**src/sv/assert_macros.svh**
```systemverilog
`ifndef ASSERT_MACROS_SVH
`define ASSERT_MACROS_SVH

// Concurrent check on the block clock, held off while reset is asserted.
`define STP_ASSERT(label, prop, msg) \
  label: assert property (@(posedge clk) disable iff (!rst_n) prop) else $error(msg);

// Implication check: whenever the condition holds, the consequence must hold too.
`define STP_ASSERT_IMPL(label, cond, conseq, msg) \
  label: assert property (@(posedge clk) disable iff (!rst_n) (cond) |-> (conseq)) \
    else $error(msg);

`endif

```
**src/sv/stp_pkg.sv**
```systemverilog
package stp_pkg;

  localparam int RPT_BITS = 24;
  localparam int NSLOT    = 3;

  localparam logic [2:0] EV_KEY_BYTE   = 3'd0;
  localparam logic [2:0] EV_VALUE_BYTE = 3'd1;
  localparam logic [2:0] EV_KEY_DONE   = 3'd2;
  localparam logic [2:0] EV_ENTRY_DONE = 3'd3;
  localparam logic [2:0] EV_CLOSED     = 3'd4;
  localparam logic [2:0] EV_WARN       = 3'd5;
  localparam logic [2:0] EV_ERROR      = 3'd6;

  localparam logic [2:0] ERR_NONE      = 3'd0;
  localparam logic [2:0] ERR_IN_KEY    = 3'd1;
  localparam logic [2:0] ERR_NO_VALUE  = 3'd2;
  localparam logic [2:0] ERR_UNCLOSED  = 3'd3;
  localparam logic [2:0] ERR_NON_ASCII = 3'd4;

  localparam logic [7:0] CH_NL     = 8'h0A;
  localparam logic [7:0] CH_CR     = 8'h0D;
  localparam logic [7:0] CH_TAB    = 8'h09;
  localparam logic [7:0] CH_QUOTE  = 8'h22;
  localparam logic [7:0] CH_SLASH  = 8'h2F;
  localparam logic [7:0] CH_BSLASH = 8'h5C;
  localparam logic [7:0] CH_RBRACE = 8'h7D;
  localparam logic [7:0] CH_N      = 8'h6E;
  localparam logic [7:0] CH_T      = 8'h74;

  // One result word waiting to be sent.
  typedef struct packed {
    logic [2:0] kind;
    logic [7:0] data;
    logic [2:0] err;
    logic       use_new;  // report the entry count after this byte's increment
  } slot_t;

  // Everything one input byte produces, as one queue entry.
  typedef struct packed {
    logic [1:0]               count;
    slot_t [NSLOT-1:0]        slots;
    logic [RPT_BITS-1:0]      line;
    logic [RPT_BITS-1:0]      ent_old;
    logic [RPT_BITS-1:0]      ent_new;
  } rec_t;

  typedef struct packed {
    logic empty;
    logic full;
  } qstat_t;

  function automatic slot_t mk_slot(input logic [2:0] kind, input logic [7:0] data,
                                    input logic [2:0] err, input logic use_new);
    slot_t s;
    s.kind    = kind;
    s.data    = data;
    s.err     = err;
    s.use_new = use_new;
    return s;
  endfunction

endpackage

```
**src/sv/stp_front.sv**
```systemverilog
module stp_front #(
  parameter int COUNT_BITS = 24
) (
  input  logic           clk,
  input  logic           rst_n,
  input  logic           cfg_valid,
  input  logic           cfg_utf8_mode,
  input  logic           in_valid,
  input  logic [7:0]     in_data_byte,
  input  logic           in_end_of_text,
  input  logic           q_full,
  output logic           in_ready,
  output logic           push,
  output stp_pkg::rec_t  rec
);

  typedef enum logic [2:0] {
    PH_TOP, PH_COMMENT, PH_KEY, PH_SEEK, PH_VALUE, PH_ESCAPE, PH_DONE, PH_ERROR
  } phase_t;

  phase_t                phase_r, phase_mid, phase_nxt;
  logic                  quote_r, quote_nxt;
  logic                  utf8_r;
  logic [COUNT_BITS-1:0] line_r, line_nxt, ent_r, ent_nxt;
  logic                  line_inc, ent_inc, accept;
  logic [7:0]            c;
  logic                  hi_byte;
  stp_pkg::slot_t        b_slot [3];
  stp_pkg::slot_t        t_slot [2];
  stp_pkg::slot_t        f_slot [3];
  logic [1:0]            nb, nt, j;
  logic [2:0]            ntot;

  function automatic logic [stp_pkg::RPT_BITS-1:0] rpt(input logic [COUNT_BITS-1:0] v);
    logic [COUNT_BITS+stp_pkg::RPT_BITS-1:0] w;
    w = {{stp_pkg::RPT_BITS{1'b0}}, v};
    return w[stp_pkg::RPT_BITS-1:0];
  endfunction

  assign c        = in_data_byte;
  assign hi_byte  = c[7];
  assign in_ready = !q_full;
  assign accept   = in_valid && in_ready;

  // Body of the step: what this byte does in the current phase.
  always_comb begin
    phase_mid = phase_r;
    quote_nxt = quote_r;
    line_inc  = 1'b0;
    ent_inc   = 1'b0;
    nb        = 2'd0;
    for (int i = 0; i < 3; i++) b_slot[i] = '0;
    unique case (phase_r)
      PH_TOP: begin
        if (c == stp_pkg::CH_SLASH) begin
          phase_mid = PH_COMMENT;
        end else if (c == stp_pkg::CH_RBRACE) begin
          b_slot[0] = stp_pkg::mk_slot(stp_pkg::EV_CLOSED, 8'h00, stp_pkg::ERR_NONE, 1'b0);
          nb        = 2'd1;
          phase_mid = PH_DONE;
        end else if (c == stp_pkg::CH_NL) begin
          line_inc = 1'b1;
        end else if (c == stp_pkg::CH_QUOTE) begin
          phase_mid = PH_KEY;
        end
      end
      PH_COMMENT: begin
        if (c == stp_pkg::CH_NL) begin
          line_inc  = 1'b1;
          phase_mid = PH_TOP;
        end
      end
      PH_KEY: begin
        nb = 2'd1;
        if (c == stp_pkg::CH_QUOTE) begin
          b_slot[0] = stp_pkg::mk_slot(stp_pkg::EV_KEY_DONE, 8'h00, stp_pkg::ERR_NONE, 1'b0);
          phase_mid = PH_SEEK;
        end else begin
          b_slot[0] = stp_pkg::mk_slot(stp_pkg::EV_KEY_BYTE, c, stp_pkg::ERR_NONE, 1'b0);
        end
      end
      PH_SEEK: begin
        if (c == stp_pkg::CH_QUOTE) begin
          quote_nxt = 1'b0;
          phase_mid = PH_VALUE;
        end
      end
      PH_VALUE: begin
        if (!utf8_r && hi_byte) begin
          b_slot[0] = stp_pkg::mk_slot(stp_pkg::EV_ERROR, 8'h00, stp_pkg::ERR_NON_ASCII, 1'b0);
          nb        = 2'd1;
          phase_mid = PH_ERROR;
        end else if (c == stp_pkg::CH_QUOTE) begin
          quote_nxt = 1'b1;
        end else if (c == stp_pkg::CH_NL) begin
          line_inc = 1'b1;
          nb       = 2'd1;
          if (quote_r) begin
            ent_inc   = 1'b1;
            b_slot[0] = stp_pkg::mk_slot(stp_pkg::EV_ENTRY_DONE, 8'h00, stp_pkg::ERR_NONE, 1'b1);
            phase_mid = PH_TOP;
          end else begin
            b_slot[0] = stp_pkg::mk_slot(stp_pkg::EV_ERROR, 8'h00, stp_pkg::ERR_UNCLOSED, 1'b1);
            phase_mid = PH_ERROR;
          end
        end else if (c == stp_pkg::CH_CR) begin
          phase_mid = PH_VALUE;
        end else if (c == stp_pkg::CH_BSLASH) begin
          phase_mid = PH_ESCAPE;
        end else begin
          b_slot[0] = stp_pkg::mk_slot(stp_pkg::EV_VALUE_BYTE, c, stp_pkg::ERR_NONE, 1'b0);
          nb        = 2'd1;
        end
      end
      PH_ESCAPE: begin
        phase_mid = PH_VALUE;
        if (c == stp_pkg::CH_N) begin
          b_slot[0] = stp_pkg::mk_slot(stp_pkg::EV_VALUE_BYTE, stp_pkg::CH_NL,
                                       stp_pkg::ERR_NONE, 1'b0);
          nb        = 2'd1;
        end else if (c == stp_pkg::CH_T) begin
          b_slot[0] = stp_pkg::mk_slot(stp_pkg::EV_VALUE_BYTE, stp_pkg::CH_TAB,
                                       stp_pkg::ERR_NONE, 1'b0);
          nb        = 2'd1;
        end else if (c == stp_pkg::CH_QUOTE || c == stp_pkg::CH_BSLASH) begin
          b_slot[0] = stp_pkg::mk_slot(stp_pkg::EV_VALUE_BYTE, c, stp_pkg::ERR_NONE, 1'b0);
          nb        = 2'd1;
        end else begin
          b_slot[0] = stp_pkg::mk_slot(stp_pkg::EV_WARN, c, stp_pkg::ERR_NONE, 1'b0);
          if (!utf8_r && hi_byte) begin
            // Latin-1 byte re-encoded as a two-byte UTF-8 sequence.
            b_slot[1] = stp_pkg::mk_slot(stp_pkg::EV_VALUE_BYTE, {2'b11, 4'b0, c[7:6]},
                                         stp_pkg::ERR_NONE, 1'b0);
            b_slot[2] = stp_pkg::mk_slot(stp_pkg::EV_VALUE_BYTE, {2'b10, c[5:0]},
                                         stp_pkg::ERR_NONE, 1'b0);
            nb        = 2'd3;
          end else begin
            b_slot[1] = stp_pkg::mk_slot(stp_pkg::EV_VALUE_BYTE, c, stp_pkg::ERR_NONE, 1'b0);
            nb        = 2'd2;
          end
        end
      end
      PH_DONE, PH_ERROR: begin
        phase_mid = phase_r;
      end
      default: begin
        phase_mid = phase_r;
      end
    endcase
  end

  // Tail of the step: end of text closes or fails, depending on where parsing stands.
  always_comb begin
    phase_nxt = phase_mid;
    nt        = 2'd0;
    t_slot[0] = '0;
    t_slot[1] = '0;
    if (in_end_of_text && phase_r != PH_DONE && phase_r != PH_ERROR) begin
      unique case (phase_mid)
        PH_TOP, PH_COMMENT: begin
          t_slot[0] = stp_pkg::mk_slot(stp_pkg::EV_CLOSED, 8'h00, stp_pkg::ERR_NONE, 1'b1);
          nt        = 2'd1;
          phase_nxt = PH_DONE;
        end
        PH_KEY: begin
          t_slot[0] = stp_pkg::mk_slot(stp_pkg::EV_ERROR, 8'h00, stp_pkg::ERR_IN_KEY, 1'b1);
          nt        = 2'd1;
          phase_nxt = PH_ERROR;
        end
        PH_SEEK: begin
          t_slot[0] = stp_pkg::mk_slot(stp_pkg::EV_ERROR, 8'h00, stp_pkg::ERR_NO_VALUE, 1'b1);
          nt        = 2'd1;
          phase_nxt = PH_ERROR;
        end
        PH_VALUE, PH_ESCAPE: begin
          if (quote_nxt) begin
            t_slot[0] = stp_pkg::mk_slot(stp_pkg::EV_ENTRY_DONE, 8'h00, stp_pkg::ERR_NONE, 1'b1);
            t_slot[1] = stp_pkg::mk_slot(stp_pkg::EV_CLOSED, 8'h00, stp_pkg::ERR_NONE, 1'b1);
            nt        = 2'd2;
            phase_nxt = PH_DONE;
          end else begin
            t_slot[0] = stp_pkg::mk_slot(stp_pkg::EV_ERROR, 8'h00, stp_pkg::ERR_UNCLOSED, 1'b1);
            nt        = 2'd1;
            phase_nxt = PH_ERROR;
          end
        end
        PH_DONE, PH_ERROR: begin
          phase_nxt = phase_mid;
        end
        default: begin
          phase_nxt = phase_mid;
        end
      endcase
    end
  end

  wire tail_inc = in_end_of_text && quote_nxt &&
                  (phase_mid == PH_VALUE || phase_mid == PH_ESCAPE) &&
                  phase_r != PH_DONE && phase_r != PH_ERROR;

  // Merge body and tail words; a step never keeps more than three.
  always_comb begin
    j = 2'd0;
    for (int i = 0; i < 3; i++) begin
      f_slot[i] = '0;
      j = 2'(i) - nb;
      if (2'(i) < nb) begin
        f_slot[i] = b_slot[i];
      end else if (j < nt) begin
        f_slot[i] = t_slot[j[0]];
      end
    end
    ntot = {1'b0, nb} + {1'b0, nt};
  end

  always_comb begin
    line_nxt = (line_inc && line_r != '1) ? line_r + COUNT_BITS'(1) : line_r;
    ent_nxt  = ((ent_inc || tail_inc) && ent_r != '1) ? ent_r + COUNT_BITS'(1) : ent_r;
  end

  always_comb begin
    rec.count   = (ntot > 3'd3) ? 2'd3 : ntot[1:0];
    rec.line    = rpt(line_nxt);
    rec.ent_old = rpt(ent_r);
    rec.ent_new = rpt(ent_nxt);
    for (int i = 0; i < 3; i++) rec.slots[i] = f_slot[i];
  end

  assign push = accept && (ntot != 3'd0);

  always_ff @(posedge clk) begin
    if (!rst_n) begin
      phase_r <= PH_TOP;
      quote_r <= 1'b0;
      line_r  <= '0;
      ent_r   <= '0;
      utf8_r  <= 1'b0;
    end else begin
      if (cfg_valid) begin
        utf8_r <= cfg_utf8_mode;
      end
      if (accept) begin
        phase_r <= phase_nxt;
        quote_r <= quote_nxt;
        line_r  <= line_nxt;
        ent_r   <= ent_nxt;
      end
    end
  end

endmodule

```
**src/sv/stp_queue.sv**
```systemverilog
module stp_queue (
  input  logic            clk,
  input  logic            rst_n,
  input  logic            push,
  input  stp_pkg::rec_t   wr_rec,
  input  logic            pop,
  output stp_pkg::rec_t   head,
  output stp_pkg::qstat_t stat
);

  stp_pkg::rec_t mem_r [2];
  logic          wr_ptr_r, rd_ptr_r;
  logic [1:0]    cnt_r;

  assign head       = mem_r[rd_ptr_r];
  assign stat.empty = (cnt_r == 2'd0);
  assign stat.full  = (cnt_r == 2'd2);

  always_ff @(posedge clk) begin
    if (push) begin
      mem_r[wr_ptr_r] <= wr_rec;
    end
  end

  always_ff @(posedge clk) begin
    if (!rst_n) begin
      wr_ptr_r <= 1'b0;
      rd_ptr_r <= 1'b0;
      cnt_r    <= 2'd0;
    end else begin
      if (push) wr_ptr_r <= !wr_ptr_r;
      if (pop)  rd_ptr_r <= !rd_ptr_r;
      unique case ({push, pop})
        2'b10:   cnt_r <= cnt_r + 2'd1;
        2'b01:   cnt_r <= cnt_r - 2'd1;
        default: cnt_r <= cnt_r;
      endcase
    end
  end

endmodule

```
**src/sv/stp_back.sv**
```systemverilog
module stp_back (
  input  logic            clk,
  input  logic            rst_n,
  input  stp_pkg::rec_t   head,
  input  stp_pkg::qstat_t stat,
  input  logic            out_ready,
  output logic            pop,
  output logic            out_valid,
  output logic [2:0]      out_event_kind,
  output logic [7:0]      out_byte_out,
  output logic [23:0]     out_line_number,
  output logic [23:0]     out_entries_done,
  output logic [2:0]      out_error_code,
  output logic            out_last_of_run
);

  logic [1:0]     idx_r;
  stp_pkg::slot_t cur;
  logic           last;

  assign cur              = head.slots[idx_r];
  assign last             = (idx_r == head.count - 2'd1);
  assign out_valid        = !stat.empty;
  assign out_event_kind   = cur.kind;
  assign out_byte_out     = cur.data;
  assign out_error_code   = cur.err;
  assign out_line_number  = head.line;
  assign out_entries_done = cur.use_new ? head.ent_new : head.ent_old;
  assign out_last_of_run  = last;
  assign pop              = out_valid && out_ready && last;

  // Walk the words of the head entry, one per accepted word.
  always_ff @(posedge clk) begin
    if (!rst_n) begin
      idx_r <= 2'd0;
    end else if (out_valid && out_ready) begin
      idx_r <= last ? 2'd0 : idx_r + 2'd1;
    end
  end

endmodule

```
**src/sv/string_table_text_parser.sv**
```systemverilog
// String table text parser.
// Input channel: in_valid/in_ready carry one text byte per word (in_data_byte)
// with in_end_of_text set on the last byte. Output channel: out_valid/out_ready
// carry one event word; one input byte yields zero to three words, and
// out_last_of_run marks the last word of each byte's group.
// Configuration: cfg_valid/cfg_ready write utf8_mode; cfg_ready is always high.
// Each accepted byte's words are registered in the queue before they are sent.
// Throughput: one input byte per cycle while the queue is not full; the output
// side sends one word per cycle while out_ready is high, so the words of one
// byte go out one after another. The front classifier updates the parse
// state per accepted byte; a two-entry queue holds its words for the back end.
// When the receiver stalls, the queue fills and in_ready drops after two
// pending bytes; bytes that yield no words are still taken while room remains.
// Reset (rst_n low, synchronous) returns to the top-level phase, clears both
// counters and the queue, and selects ASCII mode. After the table is closed or
// an error is reported, further bytes are accepted but give no words.
`include "assert_macros.svh"

module string_table_text_parser #(
  parameter int COUNT_BITS = 24
) (
  input  logic        clk,
  input  logic        rst_n,
  input  logic        cfg_valid,
  output logic        cfg_ready,
  input  logic        cfg_utf8_mode,
  input  logic        in_valid,
  output logic        in_ready,
  input  logic [7:0]  in_data_byte,
  input  logic        in_end_of_text,
  output logic        out_valid,
  input  logic        out_ready,
  output logic [2:0]  out_event_kind,
  output logic [7:0]  out_byte_out,
  output logic [23:0] out_line_number,
  output logic [23:0] out_entries_done,
  output logic [2:0]  out_error_code,
  output logic        out_last_of_run
);

  stp_pkg::rec_t   rec, head;
  stp_pkg::qstat_t stat;
  logic            push, pop;

  assign cfg_ready = 1'b1;

  stp_front #(.COUNT_BITS(COUNT_BITS)) u_front (
    .clk            (clk),
    .rst_n          (rst_n),
    .cfg_valid      (cfg_valid),
    .cfg_utf8_mode  (cfg_utf8_mode),
    .in_valid       (in_valid),
    .in_data_byte   (in_data_byte),
    .in_end_of_text (in_end_of_text),
    .q_full         (stat.full),
    .in_ready       (in_ready),
    .push           (push),
    .rec            (rec)
  );

  stp_queue u_queue (
    .clk    (clk),
    .rst_n  (rst_n),
    .push   (push),
    .wr_rec (rec),
    .pop    (pop),
    .head   (head),
    .stat   (stat)
  );

  stp_back u_back (
    .clk              (clk),
    .rst_n            (rst_n),
    .head             (head),
    .stat             (stat),
    .out_ready        (out_ready),
    .pop              (pop),
    .out_valid        (out_valid),
    .out_event_kind   (out_event_kind),
    .out_byte_out     (out_byte_out),
    .out_line_number  (out_line_number),
    .out_entries_done (out_entries_done),
    .out_error_code   (out_error_code),
    .out_last_of_run  (out_last_of_run)
  );

  `STP_ASSERT_IMPL(a_full_has_word, !in_ready, out_valid, "input stalled with no word pending")
  `STP_ASSERT_IMPL(a_err_code_set, out_valid && out_event_kind == stp_pkg::EV_ERROR, out_error_code != stp_pkg::ERR_NONE, "error word without a code")
  `STP_ASSERT_IMPL(a_err_code_clr, out_valid && out_event_kind != stp_pkg::EV_ERROR, out_error_code == stp_pkg::ERR_NONE, "error code on a non-error word")

endmodule

```
**config.mk**
```make
export PLATFORM = sky130hd
export DESIGN_NAME = string_table_text_parser
export DESIGN_NICKNAME = d
export VERILOG_FILES = /design/src/sv/stp_pkg.sv /design/src/sv/stp_front.sv /design/src/sv/stp_queue.sv /design/src/sv/stp_back.sv /design/src/sv/string_table_text_parser.sv
export VERILOG_INCLUDE_DIRS = /design/src /design/src/sv
export SDC_FILE = /design/constraint.sdc
export NUM_CORES = 1
export LEC_CHECK = 0
export BUFFER_PORTS_ARGS = -buffer_cell sky130_fd_sc_hd__buf_4
export CAP_MARGIN = 0
export CORE_ASPECT_RATIO = 1.5
export CORE_MARGIN = 2
export CORE_UTILIZATION = 50
export CTS_BUF_LIST = sky130_fd_sc_hd__clkbuf_16
export DETAILED_ROUTE_END_ITERATION = 8
export GPL_TIMING_DRIVEN = 0
export PLACE_DENSITY = 0.68
export SLEW_MARGIN = 20
export SYNTH_ARGS = -nofsm -noshare
export SYNTH_HDL_FRONTEND = slang
export SYNTH_SLANG_ARGS = --single-unit
```
**constraint.sdc**
```tcl
create_clock -name clk -period 9.8 [get_ports clk]
set_input_delay 0.98 -clock clk [delete_from_list [all_inputs] [get_ports clk]]
set_output_delay 0.98 -clock clk [all_outputs]
set_load 0.02 [all_outputs]
```
==> results of run 1 <==
final cells by class:
class                      count  area, um2
clock buffer                  27        676
sequential                   292       8170
tap                          337        422
inverter                      31        116
multi-input combinational    646       4830
timing repair buffer          88        823
buffer                        54        215
fill                        2105      11000
clock inverter                22        186
per-layer routing:
metal,wire length [um],up-vias
met2,15700,187
met5,0,-
met3,1090,51
met1,11100,4267
met4,899,0
li1,-,4091
final timing paths:
kind | start | endpoint | slack [ns] | cells past startpoint
hold reg to reg | u_front.ent_r[6] | u_queue.mem_r[1][30] | 0.47 | 0
hold / removal | u_front.ent_r[6] | u_queue.mem_r[1][30] | 0.47 | 0
setup / recovery | in_data_byte[5] | u_queue.mem_r[1][110] | 4.53 | 15
setup reg to reg | u_front.phase_r[1] | u_queue.mem_r[1][110] | 4.78 | 13
cells in the final DEF, fill, tap and decap left out, types with 24 or more instances in the layout:
cell       synthesis  layout
edfxtp_1         232     232
buf_4              1      79
nor2_1            79      77
nand2_1           64      64
dfxtp_1           60      60
xor2_1            41      41
clkbuf_1          39      39
a21oi_1           39      39
mux4_2            38      38
o21ai_0           32      32
nand3_1           31      31
inv_1             29      31
xnor2_1           31      31
clkbuf_16          0      27
nor3_1            25      25
mux2_2            24      24
stage by stage:
stage	utilization	setup TNS [ns]	setup WS, ns
6_report	0.585	0	4.53
4_1_cts	0.585	0	4.60
5_1_grt	0.585	0	4.30
3_5_place_dp	0.552	0	4.05
2_1_floorplan	-	0	0.919
3_3_place_gp	0.543	-543.25	-2.42
power by group through the flow:
stage | logic, W | registers, W | clock network [W]
floorplan | 0.000625 | 0.00168 | 0
global placement | 0.000960 | 0.00171 | 0
detailed placement | 0.00104 | 0.00166 | 0
CTS | 0.00104 | 0.00163 | 0.00104
global route | 0.00110 | 0.00165 | 0.00108
finish | 0.00103 | 0.00163 | 0.00102
cell families (layout without fill, tap and decap cells):
| logic type | count (synthesis) | in the layout | synth area share |
|---|---|---|---|
| xor+xnor | 72 | 72 | 0.0474 |
| flops | 292 | 292 | 0.613 |
| simple gates | 337 | 337 | 0.133 |
| fa+ha+maj | 11 | 11 | 0.0115 |
| compound gates | 140 | 140 | 0.0679 |
| mux | 85 | 85 | 0.102 |
| other cells | 1 | 1 | 0.000282 |
| buf+inv | 85 | 222 | 0.0249 |
flip-flops by register name (all words and copies together) (netlist names), named ones only:
register / count
u_front.utf8_r: 1
u_queue.mem_r: 232
u_front.phase_r: 3
u_front.quote_r: 1
u_front.line_r: 24
u_queue.wr_ptr_r: 1
u_queue.rd_ptr_r: 1
u_back.idx_r: 2
u_queue.cnt_r: 2
u_front.ent_r: 24
==> flow_metrics.env, run 1 <==
export IMPL_status="completed"
export IMPL_async_reset_ff_frac=0
export IMPL_ys_flop_type="edfxtp_1"
export IMPL_comb_power_share=0.279
export IMPL_drc=0
export IMPL_use_met2=0.384
export IMPL_path_cells="buf_4 > clkbuf_1 > or4_1 > nor3_1 > o41ai_1 > or3_1 > clkbuf_1 > ha_1 > fa_1 > or2_2 > o21ai_0 > nor2_4 > buf_16 > buf_16 > buf_12"
export IMPL_peakVddDrop_mv=0.139
export IMPL_relSlewSlack=0.330
export IMPL_gp_congestion=0.961
export IMPL_die_h_um=204
export IMPL_rows=73
export IMPL_cts_resized=0
export IMPL_cts_sinks=292
export IMPL_drv_slew=0
export IMPL_hold_violations=0
export IMPL_final_area_mm2=0.0154
export IMPL_area_delta_synth_final_pct=15.9
export IMPL_grt_use_total=0.209
export IMPL_stdcell_count=1497
export IMPL_synthesis_area_mm2=0.0133
export IMPL_tightest_slew_ns=0.996
export IMPL_p_seq_frac=0.443
export IMPL_drt_iter0_markers=502
export IMPL_leakage_nw=5.22
export IMPL_synth_cell_types=70
export IMPL_clock_latency_ns=0.54
export IMPL_numPortBuffers=78
export IMPL_core_area_mm2=0.0264
export IMPL_min_period_over_period=0.538
export IMPL_cts_buffer_depth=3
export IMPL_rsz0062_at_grt="false"
export IMPL_worstSetupPathType="in2reg"
export IMPL_die_area_mm2=0.0280
export IMPL_ys_seq_area_frac=0.613
export IMPL_power_w=0.00367
export IMPL_path_buf_inv=6
export IMPL_placed_cell_area_mm2=0.0146
export IMPL_ios=81
export IMPL_synth_fp_nets=1049
export IMPL_cp_required_ns=10.09
export IMPL_synth_edf_count=232
export IMPL_max_freq_ghz=0.190
export IMPL_finalSetupViolCount=0
export IMPL_fin_worst_hold_slack_ns=0.470
export IMPL_slowest_stage="o21ai_0"
export IMPL_synth_area_leader_cell="edfxtp_1"
export IMPL_grt_pass1_wl_um=45100
export IMPL_p_sw_w=0.00109
export IMPL_dr_pass1_iters=5
export IMPL_maxCapViolCount=0
export IMPL_post_cts_setup_buffers=0
export IMPL_synth_top_area_share=0.523
export IMPL_busiest_layer="met2"
export IMPL_cts_buffers=27
export IMPL_intPower_w=0.00258
export IMPL_path_clk_slew_ns=0.07
export IMPL_vias=8596
export IMPL_path_delay_family="simple AND/OR/NAND/NOR gates"
export IMPL_grt_util_met3=0.0201
export IMPL_end_kind="flop"
export IMPL_ys_warn_count=0
export IMPL_overflow=0
export IMPL_wire_per_inst_um=19.2
export IMPL_cts_tree="built"
export IMPL_synthTopCellsByCount="edfxtp_1, nor2_1, nand2_1"
export IMPL_hpwl_um=20600
export IMPL_detail_route_antenna_nets=0
export IMPL_synth_area_leaders="edfxtp_1, dfxtp_1, mux4_2, xor2_1, nor2_1"
export IMPL_powerDensity_mw_per_mm2=238
export IMPL_nNetsFinal=1166
export IMPL_synth_most_common_cell="edfxtp_1"
export IMPL_htree_levels=1
export IMPL_switching_share=0.298
export IMPL_synth_seq_cells=292
export IMPL_met1_usage=0.246
export IMPL_avgSynthCellArea_um2=13.0
export IMPL_antenna_found_initial=0
export IMPL_route_final_wire_length_um=28700
export IMPL_antenna_cells=0
export IMPL_start_util=0.505
export IMPL_cp_start_kind="input port"
export IMPL_period_needed_ns=5.27
export IMPL_vias_per_cell=5.74
export IMPL_layout_drive_gt1_share=0.187
export IMPL_holdBufCountCts=0
export IMPL_hold_path_class="reg2reg"
export IMPL_slowest_delay_ns=0.73
export IMPL_dp_cells=1448
export IMPL_clock_tree_root_cell="clkbuf_16"
export IMPL_grt_pass1_vias=8580
export IMPL_die_w_um=137
export IMPL_skew_ns=0.0130
export IMPL_worstPathMaxFanout=26
export IMPL_syn_inst=1023
export IMPL_grt_max_degree=27
export IMPL_worstPathArrival_ns=5.56
export IMPL_clkPwrFrac=0.278
Note: power is estimated with default switching activity, not from simulation.
==> run 2, diff against run 1 <==
--- a/config.mk
+++ b/config.mk
@@ -14,7 +14,7 @@
 export CTS_BUF_LIST = sky130_fd_sc_hd__clkbuf_16
 export DETAILED_ROUTE_END_ITERATION = 8
 export GPL_TIMING_DRIVEN = 0
-export PLACE_DENSITY = 0.68
+export PLACE_DENSITY = 0.7
 export SLEW_MARGIN = 20
 export SYNTH_ARGS = -nofsm -noshare
 export SYNTH_HDL_FRONTEND = slang
==> constraint.sdc (replaced) <==
create_clock -name clk -period 4.3 [get_ports clk]
set_input_delay 0.43 -clock clk [delete_from_list [all_inputs] [get_ports clk]]
set_output_delay 0.43 -clock clk [all_outputs]
set_load 0.02 [all_outputs]
==> run 2 against run 1 <==
Effect of this change: critical path type is now reg2reg; largest power group unchanged; worst setup slack worse by 4.5 ns; die area unchanged; final cell count hardly changed; first-iteration DRC count is 17% higher; clock skew up 0.0025 ns; clock-buffer cell count is the same; design area grew 0.41%; routed wire length rose by 1.9%; non-clock buffer count increased by 2; sequential power up 130%; worst hold slack worse by 0.33 ns.
==> flow_metrics.env, run 2 (synthesis results as in run 1) <==
export IMPL_gp_congestion=0.943
export IMPL_path_cells="nor3b_1 > o21ai_0 > o31ai_1 > nor2_1 > a22o_1 > ha_4 > fa_1 > or2_2 > o21ai_4 > ha_1 > or3_1 > a21oi_1"
export IMPL_cts_tree="built"
export IMPL_cp_required_ns=4.77
export IMPL_postLayoutSetupSlackWorst_ns=0.0700
export IMPL_hold_path_class="in2reg"
export IMPL_stdcell_count=1498
export IMPL_rows=73
export IMPL_place_ws_ns=-0.361
export IMPL_drt_iter0_markers=589
export IMPL_grt_max_degree=27
export IMPL_final_util=0.587
export IMPL_reg_top3="u_queue.mem_r x232, u_front.ent_r x24, u_front.line_r x24"
export IMPL_cts_sinks=292
export IMPL_period_needed_ns=4.23
export IMPL_fin_setup_tns_ns=0
export IMPL_final_common_cell="edfxtp_1"
export IMPL_drc=0
export IMPL_holdBufCountCts=0
export IMPL_die_area_mm2=0.0280
export IMPL_wire_per_inst_um=19.6
export IMPL_clock_tree_root_cell="clkbuf_16"
export IMPL_leakage_nw=5.26
export IMPL_area_delta_synth_final_pct=16.4
export IMPL_drv_slew=0
export IMPL_grt_pass1_wl_um=46100
export IMPL_slowest_stage="o31ai_1"
export IMPL_tightest_slew_ns=1.05
export IMPL_hold_violations=0
export IMPL_dr_pass1_iters=8
export IMPL_worstPathMaxFanout=5
export IMPL_dp_cells=1448
export IMPL_regMostFlops="u_queue.mem_r"
export IMPL_cts_buffers=26
export IMPL_rsz0062_at_grt="false"
export IMPL_layout_drive_gt1_share=0.196
export IMPL_final_area_mm2=0.0155
export IMPL_ios=81
export IMPL_numPortBuffers=78
export IMPL_die_h_um=204
export IMPL_nFillCells=2098
export IMPL_status="completed"
export IMPL_detail_route_antenna_nets=0
export IMPL_core_area_mm2=0.0264
export IMPL_placed_cell_area_mm2=0.0146
export IMPL_worstPathArrival_ns=4.70
export IMPL_end_kind="flop"
export IMPL_peakVddDrop_mv=0.354
export IMPL_maxCapViolCount=0
export IMPL_skew_ns=0.0155
export IMPL_finalSetupViolCount=0
export IMPL_cp_start_kind="flop"
export IMPL_vias_per_cell=5.76
export IMPL_largest_register_ffs=232
export IMPL_die_w_um=137
export IMPL_overflow=0
export IMPL_antenna_found_initial=0
export IMPL_clock_latency_ns=0.54
export IMPL_slowest_delay_ns=0.56
export IMPL_route_final_wire_length_um=29300
export IMPL_start_util=0.505
export IMPL_antenna_cells=0
export IMPL_max_freq_ghz=0.236
export IMPL_powerDensity_mw_per_mm2=537
export IMPL_nNetsFinal=1167
export IMPL_relSlewSlack=0.296
export IMPL_final_cell_mix="edfxtp_1, buf_4, nor2_1"
export IMPL_worstSetupPathType="reg2reg"
export IMPL_r2r_slack_ns=0.07
export IMPL_hpwl_um=21100
export IMPL_grt_pass1_vias=8655
export IMPL_min_period_over_period=0.984
export IMPL_vias=8621
export IMPL_cts_buffer_depth=3
export IMPL_htree_levels=1
export IMPL_grt_use_total=0.214
export IMPL_path_clk_slew_ns=0.07
## run 2: cell count changes in the layout (fill, tap and decap cells not counted), moves of 2 or more
cell	delta
buf_2	-2
clkbuf_2	+4
clkbuf_1	-5
clkinv_1	+2
inv_6	-4
o21ai_1	+2
clkinv_2	+3
o21ai_0	-3
buf_4	+2
## run 2: worst paths after layout
kind	to	start	cells after the start
max	u_queue.cnt_r[1]	u_front.phase_r[2]	12
min	u_front.utf8_r	cfg_utf8_mode	3
max reg2reg	u_queue.cnt_r[1]	u_front.phase_r[2]	12
min reg2reg	u_queue.mem_r[0][30]	u_front.ent_r[6]	0
## run 2: cell type report
cell class              count  area, um2  area share
repair buffers             90        838      0.0541
well taps                 337        422      0.0272
inverters                  31        118     0.00759
multi-input cells         646       4870       0.314
plain buffers              54        254      0.0164
clock inverters            21        156      0.0101
clock buffers              27        676      0.0436
flip-flops and latches    292       8170       0.527
## run 2: worst max-delay path, delay by kind of cell, from the launching register on
| family | cells | cell delay, ns |
|---|---|---|
| adder cells (fa/ha/maj) | 3 | 0.91 |
| AND/OR/NAND/NOR | 4 | 1.34 |
| flip-flops | 1 | 0.40 |
| AO/OA/AOI/OAI | 5 | 1.50 |
## run 2: timing repair
action	in CTS	in global routing
setup endpoints to repair	98	7
resized for setup	3	3
pin swaps	2	0
buffers inserted	2	0
## run 2: stage by stage
| step | total power, W | hold WS [ns] |
|---|---|---|
| finish | 0.00833 | 0.140 |
| global route | 0.00871 | 0.157 |
| CTS | 0.00844 | 0.123 |
| detailed placement | 0.00617 | 0.438 |
| global placement | 0.00601 | 0.433 |
| floorplan | 0.00521 | 0.424 |
## run 2: routing by layer
layer	vias up	global-route usage	wire length, um
met5	-	0	0
met1	4227	0.251	11100
met3	69	0.0206	1170
met2	228	0.389	15900
li1	4097	-	-
met4	0	0.0957	1170
## run 2: power by group
group	internal, W	total (W)	switching, W	leakage, nW
Combinational	0.00102	0.00236	0.00135	2.23
Sequential	0.00360	0.00371	0.000110	2.61
Clock	0.00126	0.00226	0.000997	0.420
